## config.mk

```make
export PLATFORM = sky130hd
export DESIGN_NAME = char_lcd_refresh_queue_unit
export DESIGN_NICKNAME = d
export VERILOG_FILES = /design/src/rtl/clq_pkg.sv /design/src/rtl/clq_datapath.sv /design/src/rtl/clq_ctrl.sv /design/src/rtl/char_lcd_refresh_queue_unit.sv
export SDC_FILE = /design/constraint.sdc
export NUM_CORES = 2
export LEC_CHECK = 0
export BUFFER_PORTS_ARGS = -buffer_cell sky130_fd_sc_hd__buf_2
export CAP_MARGIN = 20
export CORE_MARGIN = 8
export CORE_UTILIZATION = 35
export DETAILED_ROUTE_END_ITERATION = 16
export PLACE_DENSITY = 0.54
export SYNTH_ARGS = -nofsm -noshare
export SYNTH_HDL_FRONTEND = slang
export SYNTH_SLANG_ARGS = --single-unit
```

## constraint.sdc

```tcl
create_clock -name clk -period 4.7 [get_ports clk]
set_input_delay 0.94 -clock clk [delete_from_list [all_inputs] [get_ports clk]]
set_output_delay 0.94 -clock clk [all_outputs]
set_load 0.1 [all_outputs]
```

## src/rtl/clq_pkg.sv

```systemverilog
// Shared types and constants for the character display refresh queue
package clq_pkg;
  localparam logic [1:0] REQ_CHAR = 2'd0;
  localparam logic [1:0] REQ_POST = 2'd1;
  localparam logic [1:0] REQ_TICK = 2'd2;

  localparam logic [1:0] K_CURSOR_POS  = 2'd0;
  localparam logic [1:0] K_UPDATE      = 2'd1;
  localparam logic [1:0] K_CURSOR_MODE = 2'd2;
  localparam logic [1:0] K_FUNCTION    = 2'd3;

  localparam logic [7:0] LCD_FUNCTION = 8'h38;
  localparam logic [7:0] LCD_SET_DDRAM = 8'h80;
  localparam logic [7:0] LCD_LINE2    = 8'hC0;

  function automatic logic [7:0] mode_byte(input logic [7:0] code);
    logic [7:0] r;
    case (code)
      8'd0: r = 8'h0C;
      8'd1: r = 8'h0E;
      8'd2: r = 8'h0D;
      8'd3: r = 8'h0F;
      default: r = 8'h06;
    endcase
    return r;
  endfunction

  function automatic logic [7:0] cursor_byte(input logic [7:0] row, input logic [7:0] col);
    logic [7:0] p;
    case (row)
      8'd1: p = 8'h40;
      8'd2: p = 8'h10;
      8'd3: p = 8'h50;
      default: p = 8'h00;
    endcase
    if (col <= 8'd15) p = p | col;
    return LCD_SET_DDRAM | p;
  endfunction

  // datapath commands from the controller
  typedef struct packed {
    logic       mir_wr;      // write mirror at char address
    logic       enq;         // push one entry
    logic [1:0] enq_kind;
    logic [7:0] enq_a;
    logic [7:0] enq_b;
    logic       copy;        // copy step: read mirror at copy_idx
    logic       copy_wr;     // write screen from previous copy read
    logic [5:0] copy_idx;
    logic       deq;         // pop head
    logic       scr_rd;      // read screen at refresh index
  } clq_cmd_t;

  typedef struct packed {
    logic       empty;
    logic       full;
    logic       addr_bad;
    logic [1:0] head_kind;
    logic [7:0] head_a;
    logic [7:0] head_b;
    logic [7:0] scr_q;
  } clq_sts_t;
endpackage

```

## src/rtl/clq_datapath.sv

```systemverilog
// Mirror, screen store and command ring
module clq_datapath #(
  parameter int QUEUE_DEPTH = 32
) (
  input  logic              clk,
  input  logic              rst_n,
  input  logic [7:0]        arg_a,
  input  logic [7:0]        arg_b,
  input  logic [5:0]        char_offset,
  input  logic [7:0]        char_data,
  input  logic [5:0]        scr_idx,
  input  clq_pkg::clq_cmd_t cmd,
  output clq_pkg::clq_sts_t sts
);
  localparam int PW = $clog2(QUEUE_DEPTH);

  logic [7:0] mirror_mem [64];
  logic [7:0] screen_mem [64];
  logic [63:0] mir_vld_r, scr_vld_r;
  logic [17:0] queue_mem [QUEUE_DEPTH];
  logic [17:0] head_q_r;
  logic [PW-1:0] head_r, tail_r, tail_inc, head_inc;
  logic [7:0] mir_q_r, scr_q_r;
  logic mir_qv_r, scr_qv_r;
  logic [5:0] copy_dst_r;
  logic [8:0] addr_sum;
  logic [5:0] char_addr;

  assign addr_sum = (arg_a <= 8'd3) ? ({1'b0, arg_a[1:0], 6'd0} >> 2) + {1'b0, arg_b}
                    + {3'd0, char_offset} : {3'd0, char_offset};
  assign char_addr = addr_sum[5:0];
  assign sts.addr_bad = (addr_sum > 9'd63);

  assign tail_inc = (tail_r == PW'(QUEUE_DEPTH - 1)) ? '0 : tail_r + 1'b1;
  assign head_inc = (head_r == PW'(QUEUE_DEPTH - 1)) ? '0 : head_r + 1'b1;
  assign sts.empty = (head_r == tail_r);
  assign sts.full  = (tail_inc == head_r);
  // head entry is read through a register and lags pointer moves; items are further apart than that lag
  assign sts.head_kind = head_q_r[17:16];
  assign sts.head_a    = head_q_r[15:8];
  assign sts.head_b    = head_q_r[7:0];
  assign sts.scr_q     = scr_qv_r ? scr_q_r : 8'd0;

  // row-interleaved: swap rows 1 and 2
  function automatic logic [5:0] swap_rows(input logic [5:0] i);
    return {i[4], i[5], i[3:0]};
  endfunction

  always_ff @(posedge clk) begin
    if (cmd.mir_wr) mirror_mem[char_addr] <= char_data;
    if (cmd.copy) mir_q_r <= mirror_mem[cmd.copy_idx];
    if (cmd.copy) copy_dst_r <= swap_rows(cmd.copy_idx);
    if (cmd.copy_wr) screen_mem[copy_dst_r] <= mir_vld_r[swap_rows(copy_dst_r)] ? mir_q_r : 8'd0;
    if (cmd.scr_rd) scr_q_r <= screen_mem[scr_idx];
    if (cmd.enq) queue_mem[tail_r] <= {cmd.enq_kind, cmd.enq_a, cmd.enq_b};
    head_q_r <= queue_mem[head_r];
  end

  always_ff @(posedge clk) begin
    if (!rst_n) begin
      mir_vld_r <= '0;
      scr_vld_r <= '0;
      head_r <= '0;
      tail_r <= '0;
      scr_qv_r <= 1'b0;
    end else begin
      if (cmd.mir_wr) mir_vld_r[char_addr] <= 1'b1;
      if (cmd.copy_wr) scr_vld_r[copy_dst_r] <= 1'b1;
      if (cmd.scr_rd) scr_qv_r <= scr_vld_r[scr_idx];
      if (cmd.enq) tail_r <= tail_inc;
      if (cmd.deq) head_r <= head_inc;
    end
  end
endmodule

```

## src/rtl/clq_ctrl.sv

```systemverilog
// Sequencing controller for char, post and tick items
module clq_ctrl (
  input  logic              clk,
  input  logic              rst_n,
  input  logic              in_valid,
  output logic              in_ready,
  input  logic [1:0]        in_req_type,
  input  logic [1:0]        in_cmd,
  input  logic [7:0]        in_arg_a,
  input  logic [7:0]        in_arg_b,
  input  logic              in_last_char,
  output logic              out_valid,
  input  logic              out_ready,
  output logic              out_lcd_valid,
  output logic              out_lcd_rs,
  output logic [7:0]        out_lcd_byte,
  output logic              out_work_pending,
  output logic              out_dropped,
  output logic [5:0]        scr_idx,
  output clq_pkg::clq_cmd_t cmd,
  input  clq_pkg::clq_sts_t sts
);
  typedef enum logic [5:0] {
    S_IDLE = 6'b000001, S_ENQ = 6'b000010, S_COPY = 6'b000100,
    S_TICK = 6'b001000, S_SCR = 6'b010000, S_OUT = 6'b100000
  } state_t;

  state_t state_r, state_nxt;
  logic [1:0] req_r, cmd_r;
  logic [7:0] a_r, b_r;
  logic [6:0] cnt_r, cnt_nxt;      // copy step counter
  logic [1:0] enq_step_r, enq_step_nxt;
  logic do_cur_r, do_cur_nxt;      // leading cursor post for last char
  logic drop_r, drop_nxt;
  logic [1:0] phase_r, phase_nxt;
  logic [5:0] ridx_r, ridx_nxt;
  logic ov_r, ov_nxt, lv_r, lv_nxt, rs_r, rs_nxt, pend_r, pend_nxt;
  logic [7:0] byte_r, byte_nxt;
  logic use_scr_r, use_scr_nxt;
  logic acc;

  assign in_ready = (state_r == S_IDLE) && !ov_r;
  assign acc = in_valid && in_ready;
  assign out_valid = ov_r;
  assign out_lcd_valid = lv_r;
  assign out_lcd_rs = rs_r;
  assign out_lcd_byte = use_scr_r ? sts.scr_q : byte_r;
  assign out_work_pending = pend_r;
  assign out_dropped = drop_r;
  assign scr_idx = ridx_r;

  always_comb begin
    state_nxt = state_r;
    cnt_nxt = cnt_r;
    enq_step_nxt = enq_step_r;
    do_cur_nxt = do_cur_r;
    drop_nxt = drop_r;
    phase_nxt = phase_r;
    ridx_nxt = ridx_r;
    ov_nxt = ov_r && !out_ready;
    lv_nxt = lv_r; rs_nxt = rs_r; byte_nxt = byte_r; pend_nxt = pend_r;
    use_scr_nxt = use_scr_r;
    cmd = '0;
    unique case (state_r)
      S_IDLE: begin
        if (acc) begin
          lv_nxt = 1'b0; rs_nxt = 1'b0; byte_nxt = 8'd0; pend_nxt = 1'b0;
          drop_nxt = 1'b0; use_scr_nxt = 1'b0; cnt_nxt = '0; enq_step_nxt = '0;
          do_cur_nxt = 1'b0;
          case (in_req_type)
            clq_pkg::REQ_CHAR: begin
              cmd.mir_wr = !sts.addr_bad;
              drop_nxt = sts.addr_bad;
              do_cur_nxt = in_last_char;
              state_nxt = in_last_char ? S_COPY : S_OUT;
            end
            clq_pkg::REQ_POST: begin
              state_nxt = (in_cmd == clq_pkg::K_UPDATE) ? S_COPY : S_ENQ;
            end
            clq_pkg::REQ_TICK: state_nxt = S_TICK;
            default: state_nxt = S_OUT;
          endcase
        end
      end
      S_COPY: begin
        // optional cursor post goes ahead of the snapshot
        if (do_cur_r) begin
          cmd.enq = !sts.full;
          cmd.enq_kind = clq_pkg::K_CURSOR_POS;
          cmd.enq_a = a_r; cmd.enq_b = b_r;
          drop_nxt = drop_r | sts.full;
          do_cur_nxt = 1'b0;
        end else begin
          cmd.copy = !cnt_r[6];
          cmd.copy_idx = cnt_r[5:0];
          cmd.copy_wr = (cnt_r != 7'd0);
          cnt_nxt = cnt_r + 7'd1;
          if (cnt_r == 7'd64) state_nxt = S_ENQ;
        end
      end
      S_ENQ: begin
        cmd.enq = !sts.full;
        drop_nxt = drop_r | sts.full;
        if (req_r == clq_pkg::REQ_POST && cmd_r != clq_pkg::K_UPDATE) begin
          cmd.enq_kind = cmd_r; cmd.enq_a = a_r; cmd.enq_b = b_r;
          state_nxt = S_OUT;
        end else begin
          case (enq_step_r)
            2'd0: cmd.enq_kind = clq_pkg::K_CURSOR_POS;
            2'd1: cmd.enq_kind = clq_pkg::K_UPDATE;
            default: begin
              cmd.enq_kind = clq_pkg::K_CURSOR_POS;
              cmd.enq_b = 8'd15;
            end
          endcase
          enq_step_nxt = enq_step_r + 2'd1;
          if (enq_step_r == 2'd2) state_nxt = S_OUT;
        end
      end
      S_TICK: begin
        state_nxt = S_OUT;
        if (!sts.empty) begin
          pend_nxt = 1'b1;
          case (sts.head_kind)
            clq_pkg::K_CURSOR_POS: begin
              lv_nxt = 1'b1; byte_nxt = clq_pkg::cursor_byte(sts.head_a, sts.head_b);
              cmd.deq = 1'b1;
            end
            clq_pkg::K_CURSOR_MODE: begin
              if (sts.head_a <= 8'd4) begin
                lv_nxt = 1'b1; byte_nxt = clq_pkg::mode_byte(sts.head_a);
              end
              cmd.deq = 1'b1;
            end
            clq_pkg::K_FUNCTION: begin
              lv_nxt = 1'b1; byte_nxt = clq_pkg::LCD_FUNCTION;
              cmd.deq = 1'b1;
            end
            default: begin
              lv_nxt = 1'b1;
              case (phase_r)
                2'd0: begin
                  byte_nxt = clq_pkg::LCD_SET_DDRAM; phase_nxt = 2'd1; ridx_nxt = '0;
                end
                2'd2: begin
                  byte_nxt = clq_pkg::LCD_LINE2; phase_nxt = 2'd3;
                end
                default: begin
                  rs_nxt = 1'b1; use_scr_nxt = 1'b1;
                  cmd.scr_rd = 1'b1;
                  state_nxt = S_SCR;
                end
              endcase
            end
          endcase
        end
      end
      S_SCR: begin
        state_nxt = S_OUT;
        if (phase_r == 2'd1) begin
          if (ridx_r >= 6'd31) begin
            phase_nxt = 2'd2; ridx_nxt = 6'd32;
          end else ridx_nxt = ridx_r + 6'd1;
        end else begin
          if (ridx_r == 6'd63) begin
            phase_nxt = 2'd0; ridx_nxt = '0; cmd.deq = 1'b1;
          end else ridx_nxt = ridx_r + 6'd1;
        end
      end
      S_OUT: begin
        ov_nxt = 1'b1;
        state_nxt = S_IDLE;
      end
      default: state_nxt = S_IDLE;
    endcase
  end

  always_ff @(posedge clk) begin
    if (acc) begin
      req_r <= in_req_type; cmd_r <= in_cmd; a_r <= in_arg_a; b_r <= in_arg_b;
    end
    lv_r <= lv_nxt; rs_r <= rs_nxt; byte_r <= byte_nxt; pend_r <= pend_nxt;
    drop_r <= drop_nxt; use_scr_r <= use_scr_nxt; cnt_r <= cnt_nxt;
    enq_step_r <= enq_step_nxt; do_cur_r <= do_cur_nxt;
  end

  always_ff @(posedge clk) begin
    if (!rst_n) begin
      state_r <= S_IDLE;
      ov_r <= 1'b0;
      phase_r <= '0;
      ridx_r <= '0;
    end else begin
      state_r <= state_nxt;
      ov_r <= ov_nxt;
      phase_r <= phase_nxt;
      ridx_r <= ridx_nxt;
    end
  end
endmodule

```

## src/rtl/char_lcd_refresh_queue_unit.sv

```systemverilog
// Top level of the character display refresh queue
// One item at a time. A char that is not the last, or an ignored item, goes
// straight to the output state; a plain post passes through the enqueue state,
// a tick through the tick state and, if it sends a screen byte, the screen read
// state. An update (post or last char, which first queues a cursor post) runs
// a mirror-to-screen copy through the single-port stores, then queues requests.
// The result waits in an output register until taken; a new item is accepted
// from the cycle after it has been transferred. The ring holds QUEUE_DEPTH-1
// entries.
module char_lcd_refresh_queue_unit #(
  parameter int QUEUE_DEPTH = 32
) (
  input  logic       clk,
  input  logic       rst_n,
  input  logic       in_valid,
  output logic       in_ready,
  input  logic [1:0] in_req_type,
  input  logic [1:0] in_cmd,
  input  logic [7:0] in_arg_a,
  input  logic [7:0] in_arg_b,
  input  logic [5:0] in_char_offset,
  input  logic [7:0] in_char_data,
  input  logic       in_last_char,
  output logic       out_valid,
  input  logic       out_ready,
  output logic       out_lcd_valid,
  output logic       out_lcd_rs,
  output logic [7:0] out_lcd_byte,
  output logic       out_work_pending,
  output logic       out_dropped
);
  clq_pkg::clq_cmd_t cmd;
  clq_pkg::clq_sts_t sts;
  logic [5:0] scr_idx;

  clq_ctrl u_ctrl (
    .clk, .rst_n, .in_valid, .in_ready, .in_req_type, .in_cmd, .in_arg_a, .in_arg_b,
    .in_last_char, .out_valid, .out_ready, .out_lcd_valid, .out_lcd_rs, .out_lcd_byte,
    .out_work_pending, .out_dropped, .scr_idx, .cmd, .sts
  );

  clq_datapath #(.QUEUE_DEPTH(QUEUE_DEPTH)) u_dp (
    .clk, .rst_n, .arg_a(in_arg_a), .arg_b(in_arg_b), .char_offset(in_char_offset),
    .char_data(in_char_data), .scr_idx, .cmd, .sts
  );
endmodule

```

* Yosys cells after proc, flatten, opt, wreduce, memory -nomap -nowiden
Memories as Yosys holds them, arrays and structs flattened. A register that Yosys moved wholly into a read port is not among the register bits.
Cells that the tools add are included.
Widths: inputs -> output; s select.
** Operators by class
- Muxes and demuxes :: 103
- Reduce and logical (&&, ||, !) cells :: 36
- Shift operators :: 0
- $lt $le $gt $ge :: 11
- Bitwise operators :: 4
- $add $sub $neg :: 7
- Multiply operators :: 0
- Equality and inequality tests :: 41
- Div/mod/pow operators :: 0
** Operators with widths (count)
- $or 64x64->64 :: 2
- $mux 6 :: 15
- $mux 8 :: 10
- $mux 7 :: 6
- $pmux 19 s2 :: 1
- $mux 1 :: 34
- $pmux 8 s2 :: 2
- $pmux 6 s5 :: 1
- $lt 6x7->1 const B :: 4
- $pmux 8 s3 :: 1
- $pmux 7 s3 :: 1
- $mux 19 :: 1
- $mux 2 :: 9
- $pmux 6 s3 :: 1
- $eq 8x2->1 const B :: 2
- $pmux 4 s4 :: 1
- $pmux 7 s2 :: 1
- $bmux 1 s6 :: 2
- $demux 1 s6 :: 2
- $eq 6x6->1 const B :: 2
- $ge 6x1->1 const B :: 2
- $ne 2x2->1 const B :: 6
- $pmux 2 s2 :: 3
- $pmux 6 s2 :: 1
- other kinds (49) :: 92
** Storage, ports and cells
- Input port bits :: 39
- Memories kept :: 3
- Latch bits :: 0
- Memory bits (read-only) :: 0
- Logic and storage cells :: 227
- Register bits :: 202
- RAM bits :: 1600
** Memories
- u_dp.queue_mem :: words 32, bits a word 18, read ports 1, clocked after memory_dff 1, write ports 1, RTL line clq_datapath.sv:20 : logic [17:0] queue_mem [QUEUE_DEPTH];
- u_dp.mirror_mem :: words 64, bits a word 8, read ports 1, clocked after memory_dff 1, write ports 1, RTL line clq_datapath.sv:17 : logic [7:0] mirror_mem [64];
- u_dp.screen_mem :: words 64, bits a word 8, read ports 1, clocked after memory_dff 1, write ports 1, RTL line clq_datapath.sv:18 : logic [7:0] screen_mem [64];

* Longest topological paths before layout
- Word-level depth :: 10
- Mapped depth :: 12
- Mapped depth without buffers :: 11

* Modules after synthesis
A second synthesis with hierarchy kept.
** Second synthesis, totals
- Cell total of the unflattened synthesis :: 3525
- Area, all modules :: 71645.0 sq um
** Modules (own cells, without submodules)
- clq_datapath :: cells each 3246, area an instance 68632.1 sq um, times used 1
- clq_ctrl :: cells each 279, area an instance 3012.9 sq um, times used 1

* Worst setup path after synthesis
Ideal clock, no wire load.
- Path type :: register to output
- From :: register, netlist name u_ctrl.out_lcd_rs
- To :: output port out_lcd_byte[0]
- Setup slack :: 565 ps
- Arrival :: 3195 ps
- Stages on the path, launching flop included :: 3
- Path buffers :: 1
- Cells stage by stage :: edfxtp_1 -> clkbuf_1 -> o21ai_0
** RTL lines
- end: declaration :: RTL line char_lcd_refresh_queue_unit.sv:28 : output logic [7:0] out_lcd_byte,

* Worst setup path in the final report
- From :: register u_ctrl.do_cur_r
- To :: register u_dp.mir_q_r[4], read port of u_dp.mirror_mem (data pin)
** Between the ends
- Cells in the longest elaborated chain, start to end :: 2
** RTL lines
- start: declaration :: RTL line clq_ctrl.sv:33 : logic do_cur_r, do_cur_nxt;
- start signal: assignment :: RTL line clq_ctrl.sv:184 : enq_step_r <= enq_step_nxt; do_cur_r <= do_cur_nxt;
- $mux 8 :: RTL line clq_ctrl.sv:87 : if (do_cur_r) begin
- $mux 8 :: RTL line clq_ctrl.sv:64 : unique case (state_r)
- end: declaration :: RTL line clq_datapath.sv:23 : logic [7:0] mir_q_r, scr_q_r;
Every way passes these cells.
A chain may end at the register's enable or synchronous reset.

==> impl_table.tex <==
\begin{tabular}{lr}
\hline
Metric & Value \\
\hline
\multicolumn{2}{l}{\textbf{Floorplanning}} \\
\quad Die Y & 470.9 um \\
\quad Overall die area & 0.2217 mm\^{}2 \\
\quad Num rows & between 150 and 200 \\
\quad Area of the core region & around 0.21 mm\^{}2 \\
\quad Number of top-level pins & 53 \\
\quad Starting utilization of the core area & 0.3508 \\
\quad DIE WIDTH & approximately 470 um \\
\multicolumn{2}{l}{\textbf{Routing}} \\
\quad Pre-antenna DRT Iters & 5 \\
\quad Drt wl/cell & approximately 26 um \\
\quad ANT nets after route & 0 \\
\quad Wire length after detailed routing & 185,000 um \\
\quad Count of vias placed by the detailed router & between 30k and 40k \\
\quad Final routed DRC violation total & 0 \\
\quad Starting DRC count in detailed routing & 3,165 \\
\quad Via-per-instance ratio & about 5.3 \\
\multicolumn{2}{l}{\textbf{Layout}} \\
\quad Final core utilization & 0.4062 \\
\quad Multi-input gate area & 0.01792 mm\^{}2 \\
\quad Sequential cell area & 0.05343 mm\^{}2 \\
\quad Number of nets in the finished design & $\sim$4.3k \\
\quad Fill cell instance count of the final layout & approximately 18k \\
\quad Area growth from synthesis to layout & 15.80\% \\
\quad Most frequent standard cell in the layout excluding fill and tap cells & sky130\_fd\_sc\_hd\_\_edfxtp\_1 \\
\quad Share of post-route cells with drive strength above 1 & 0.2367 \\
\quad Commonest non-fill, non-tap cells in the layout & sky130\_fd\_sc\_hd\_\_edfxtp\_1 (1,664), sky130\_fd\_sc\_hd\_\_mux4\_2 (373), sky130\_fd\_sc\_hd\_\_nand2\_1 (276) \\
\multicolumn{2}{l}{\textbf{Setup path}} \\
\quad Element type at the critical path start & flip-flop \\
\quad Worst endpoint data arrival time & between 4 and 5 ns \\
\quad Maximum fanout along the worst path & 32 \\
\quad Setup CP Type & flip-flop to flip-flop \\
\quad Worst Path Required & between 5 and 6 ns \\
\quad Endpoint kind of the worst setup timing path & flip-flop \\
\multicolumn{2}{l}{\textbf{Flow run}} \\
\quad Number of maximum-capacitance constraint violations & 0 \\
\multicolumn{2}{l}{\textbf{STA}} \\
\quad Remaining max-slew budget at the tightest pin & 0.3045 \\
\quad RSZ-0062 raised after global routing & false \\
\quad Final number of hold-violating endpoints & 0 \\
\quad Final worst setup slack & a little over 0.7 ns \\
\quad Layout Skew & around 0.088 ns \\
\quad Final critical-path share of the clock period & 0.8466 \\
\quad Max-slew violation count & 0 \\
\quad Final setup TNS & 0 ns \\
\quad Min Tclk post-route & just under 4 ns \\
\quad Transition time at the pin with the least slew margin & 1.039 ns \\
\quad Final setup violation count & 0 \\
\quad Smallest hold slack & roughly 0.28 ns \\
\quad Maximum achievable frequency & between 200 and 300 MHz \\
\multicolumn{2}{l}{\textbf{Placed design}} \\
\quad Pre-CTS WS & around 0.34 ns \\
\quad HPWL reported at the end of detailed placement & about 120,000 um \\
\quad Port Buffer Count & 52 \\
\quad Global placement routability congestion & $\sim$0.81 \\
\multicolumn{2}{l}{\textbf{GRT}} \\
\quad Total global-route track usage & 0.1628 \\
\quad Met1 usage in global routing & 0.2195 \\
\quad First-pass GRT wire length & 270,600 um \\
\quad Pin count of the biggest net entering global routing & $\sim$140 \\
\quad Vias in the first global route & approximately 39k \\
\quad Residual overflow from global routing & 0 \\
\quad Met2 usage in global routing & 0.2713 \\
\quad Top Usage Layer GRT & met2 \\
\quad Met3 layer usage reported by global route & 0.02779 \\
\quad Antenna violations before repair & 10 \\
\multicolumn{2}{l}{\textbf{Yosys}} \\
\quad Mean area per synthesized cell & roughly 18 um\^{}2 \\
\quad Post-synth top flop & sky130\_fd\_sc\_hd\_\_edfxtp\_1 \\
\quad Yosys reg bits & $\sim$1.8k \\
\quad Cell variety after synth & between 80 and 90 \\
\quad Synth Cell Area & a little over 0.07 mm\^{}2 \\
\quad Async set-or-reset flop fraction in the synthesized netlist & 0 \\
\quad Synthesized netlist net count & 4,062 \\
\quad Count of flip-flops with a built-in enable after synthesis & approximately 1.7k \\
\quad Fraction of the yosys area taken by sequential cells & 0.7375 \\
\quad Yosys warns & 0 \\
\quad Mapped Cells & 3,997 \\
\multicolumn{2}{l}{\textbf{Pwr}} \\
\quad Final Power & approximately 0.035 W \\
\quad Highest ir drop seen on vdd & 0.4317 mV \\
\quad Static Leakage & roughly 25 nW \\
\quad Pwr dens & 422.0 mW/mm\^{}2 \\
\multicolumn{2}{l}{\textbf{Clocking}} \\
\quad Count of H-tree levels built during CTS & 4 \\
\quad Maximum clock insertion buffer count & 3 \\
\quad CTS tree & yes \\
\quad Hold Buf Count CTS & 0 \\
\quad Clock transition at the registers of the reported paths & about 0.06 ns \\
\quad Number of gates given a new drive strength after cts & 0 \\
\quad TritonCTS Buffers & 194 \\
\quad Setup Fix Bufs, Post-CTS & 0 \\
\quad Total clock sinks & 1,836 \\
\quad Insertion delay of the later-clocked pin in the worst-skew pair & 0.85 ns \\
\quad Buffer type at the clock tree root & sky130\_fd\_sc\_hd\_\_clkbuf\_16 \\
\multicolumn{2}{l}{\textbf{Run status}} \\
\quad Result of the run & finished, final reports clean \\
\multicolumn{2}{l}{\textbf{Min path}} \\
\quad Class of the most critical hold timing path & input port to flip-flop \\
\hline
\end{tabular}
-- synth_stat cells, types with 7 or more instances --
cell type                  number  area share
sky130_fd_sc_hd__edfxtp_1    1664        0.69
sky130_fd_sc_hd__mux4_2       373        0.12
sky130_fd_sc_hd__nand2_1      277       0.014
sky130_fd_sc_hd__nor2_1       220       0.011
sky130_fd_sc_hd__dfxtp_1      172       0.048
sky130_fd_sc_hd__clkbuf_1     131      0.0068
sky130_fd_sc_hd__o21ai_0      119      0.0082
sky130_fd_sc_hd__mux2i_1      114       0.016
sky130_fd_sc_hd__nand3_1       93      0.0064
sky130_fd_sc_hd__o21a_1        72      0.0075
sky130_fd_sc_hd__a21oi_1       71      0.0049
sky130_fd_sc_hd__mux2_2        62      0.0096
sky130_fd_sc_hd__buf_2         57      0.0039
sky130_fd_sc_hd__and3_1        52      0.0045
sky130_fd_sc_hd__inv_1         41      0.0021
sky130_fd_sc_hd__o211ai_1      37      0.0038
sky130_fd_sc_hd__o221ai_1      36      0.0044
sky130_fd_sc_hd__and2_1        33      0.0029
sky130_fd_sc_hd__nor3_1        31      0.0021
sky130_fd_sc_hd__buf_1         27      0.0014
sky130_fd_sc_hd__a32oi_1       23      0.0028
sky130_fd_sc_hd__ha_1          23      0.0040
sky130_fd_sc_hd__nor2b_1       22      0.0019
sky130_fd_sc_hd__a22oi_1       21      0.0022
sky130_fd_sc_hd__a31oi_1       19      0.0016
sky130_fd_sc_hd__o22ai_1       17      0.0015
sky130_fd_sc_hd__o311ai_0      15      0.0018
sky130_fd_sc_hd__xnor2_1       12      0.0015
sky130_fd_sc_hd__a221oi_1      10      0.0012
sky130_fd_sc_hd__nand3b_1       9     0.00093
sky130_fd_sc_hd__a211oi_1       8     0.00083
sky130_fd_sc_hd__a41oi_1        8     0.00097
sky130_fd_sc_hd__nor4_1         8     0.00069
sky130_fd_sc_hd__nand4_1        7     0.00060
sky130_fd_sc_hd__o31ai_1        7     0.00073
sky130_fd_sc_hd__or2_2          7     0.00060
-- cell type report --
type,count,share of cell area
Multi-Input combinational cell,1891,0.2136
Clock buffer,262,0.06369
Inverter,45,0.002014
Sequential cell,1836,0.6371
Clock inverter,98,0.01520
Antenna cell,7,0.0002089
Timing Repair Buffer,271,0.02778
Tap cell,2704,0.04034
-- sequential cells by signal (all words and copies together), names as in the netlist, 6 cells and up --
register / count
u_dp.scr_vld_r: 64
u_dp.screen_mem: 512
u_dp.scr_q_r: 8
u_dp.copy_dst_r: 6
u_ctrl.a_r: 8
u_ctrl.state_r: 6
u_ctrl.cnt_r: 7
u_ctrl.scr_idx: 6
u_dp.mir_vld_r: 64
u_ctrl.b_r: 8
u_dp.mir_q_r: 8
u_dp.queue_mem: 576
u_dp.head_q_r: 18
u_dp.mirror_mem: 512
u_ctrl.byte_r: 8
-- path summary, 6_finish.rpt --
kind	startpoint	end	slack [ns]	depth (start not counted)
worst min register to register	u_dp.mir_vld_r[11]$_SDFFE_PN0P_	u_dp.mir_vld_r[11]$_SDFFE_PN0P_	0.45	2
worst max-delay path	u_ctrl.do_cur_r$_SDFFCE_PP0P_	u_dp.mir_q_r[4]$_DFFE_PP_	0.72	7
worst max register to register	u_ctrl.do_cur_r$_SDFFCE_PP0P_	u_dp.mir_q_r[4]$_DFFE_PP_	0.72	7
worst min-delay path	in_arg_a[7]	u_ctrl.a_r[7]$_DFFE_PP_	0.28	1
-- routing by layer --
layer  vias up  share of wire
met4         2          0.027
met2      1041           0.49
li1      16611              -
met5         -       0.000070
met1     19907           0.43
met3       293          0.049
-- critical path, cell delays in order, from the launching register on --
cell	delay, ns
sky130_fd_sc_hd__edfxtp_1	0.53
sky130_fd_sc_hd__nand4bb_1	0.49
sky130_fd_sc_hd__nor2_8	0.63
sky130_fd_sc_hd__buf_4	0.49
sky130_fd_sc_hd__mux2i_1	0.17
sky130_fd_sc_hd__mux4_2	0.56
sky130_fd_sc_hd__a22o_1	0.25
sky130_fd_sc_hd__nor3_1	0.46
-- logic make-up (layout without fill, tap and decap cells) --
family	Yosys count	after routing	share of synthesized area
flops	1836	1836	0.7375
buf+inv	270	676	0.01570
other cells	0	7	0
compound gates	494	494	0.04621
mux	549	549	0.1414
simple gates	803	803	0.05210
fa+ha+maj	27	27	0.004941
xor+xnor	18	18	0.002177
-- power breakdown --
part | leakage (nW) | total (W) | internal, W | switching (W)
logic | 6.51 | 0.00188 | 0.000499 | 0.00138
clock network | 3.18 | 0.0156 | 0.00910 | 0.00647
registers | 15.6 | 0.0180 | 0.0178 | 0.000115
-- per-stage QoR --
stage          cell area [um^2]  std cells
2_1_floorplan             72420       3997
6_report                  83870       7114
5_1_grt                   83870       7114
3_3_place_gp              76900       6733
4_1_cts                   83540       7095
3_5_place_dp              76930       6735
No activity file was read; power rests on OpenSTA's default activity.
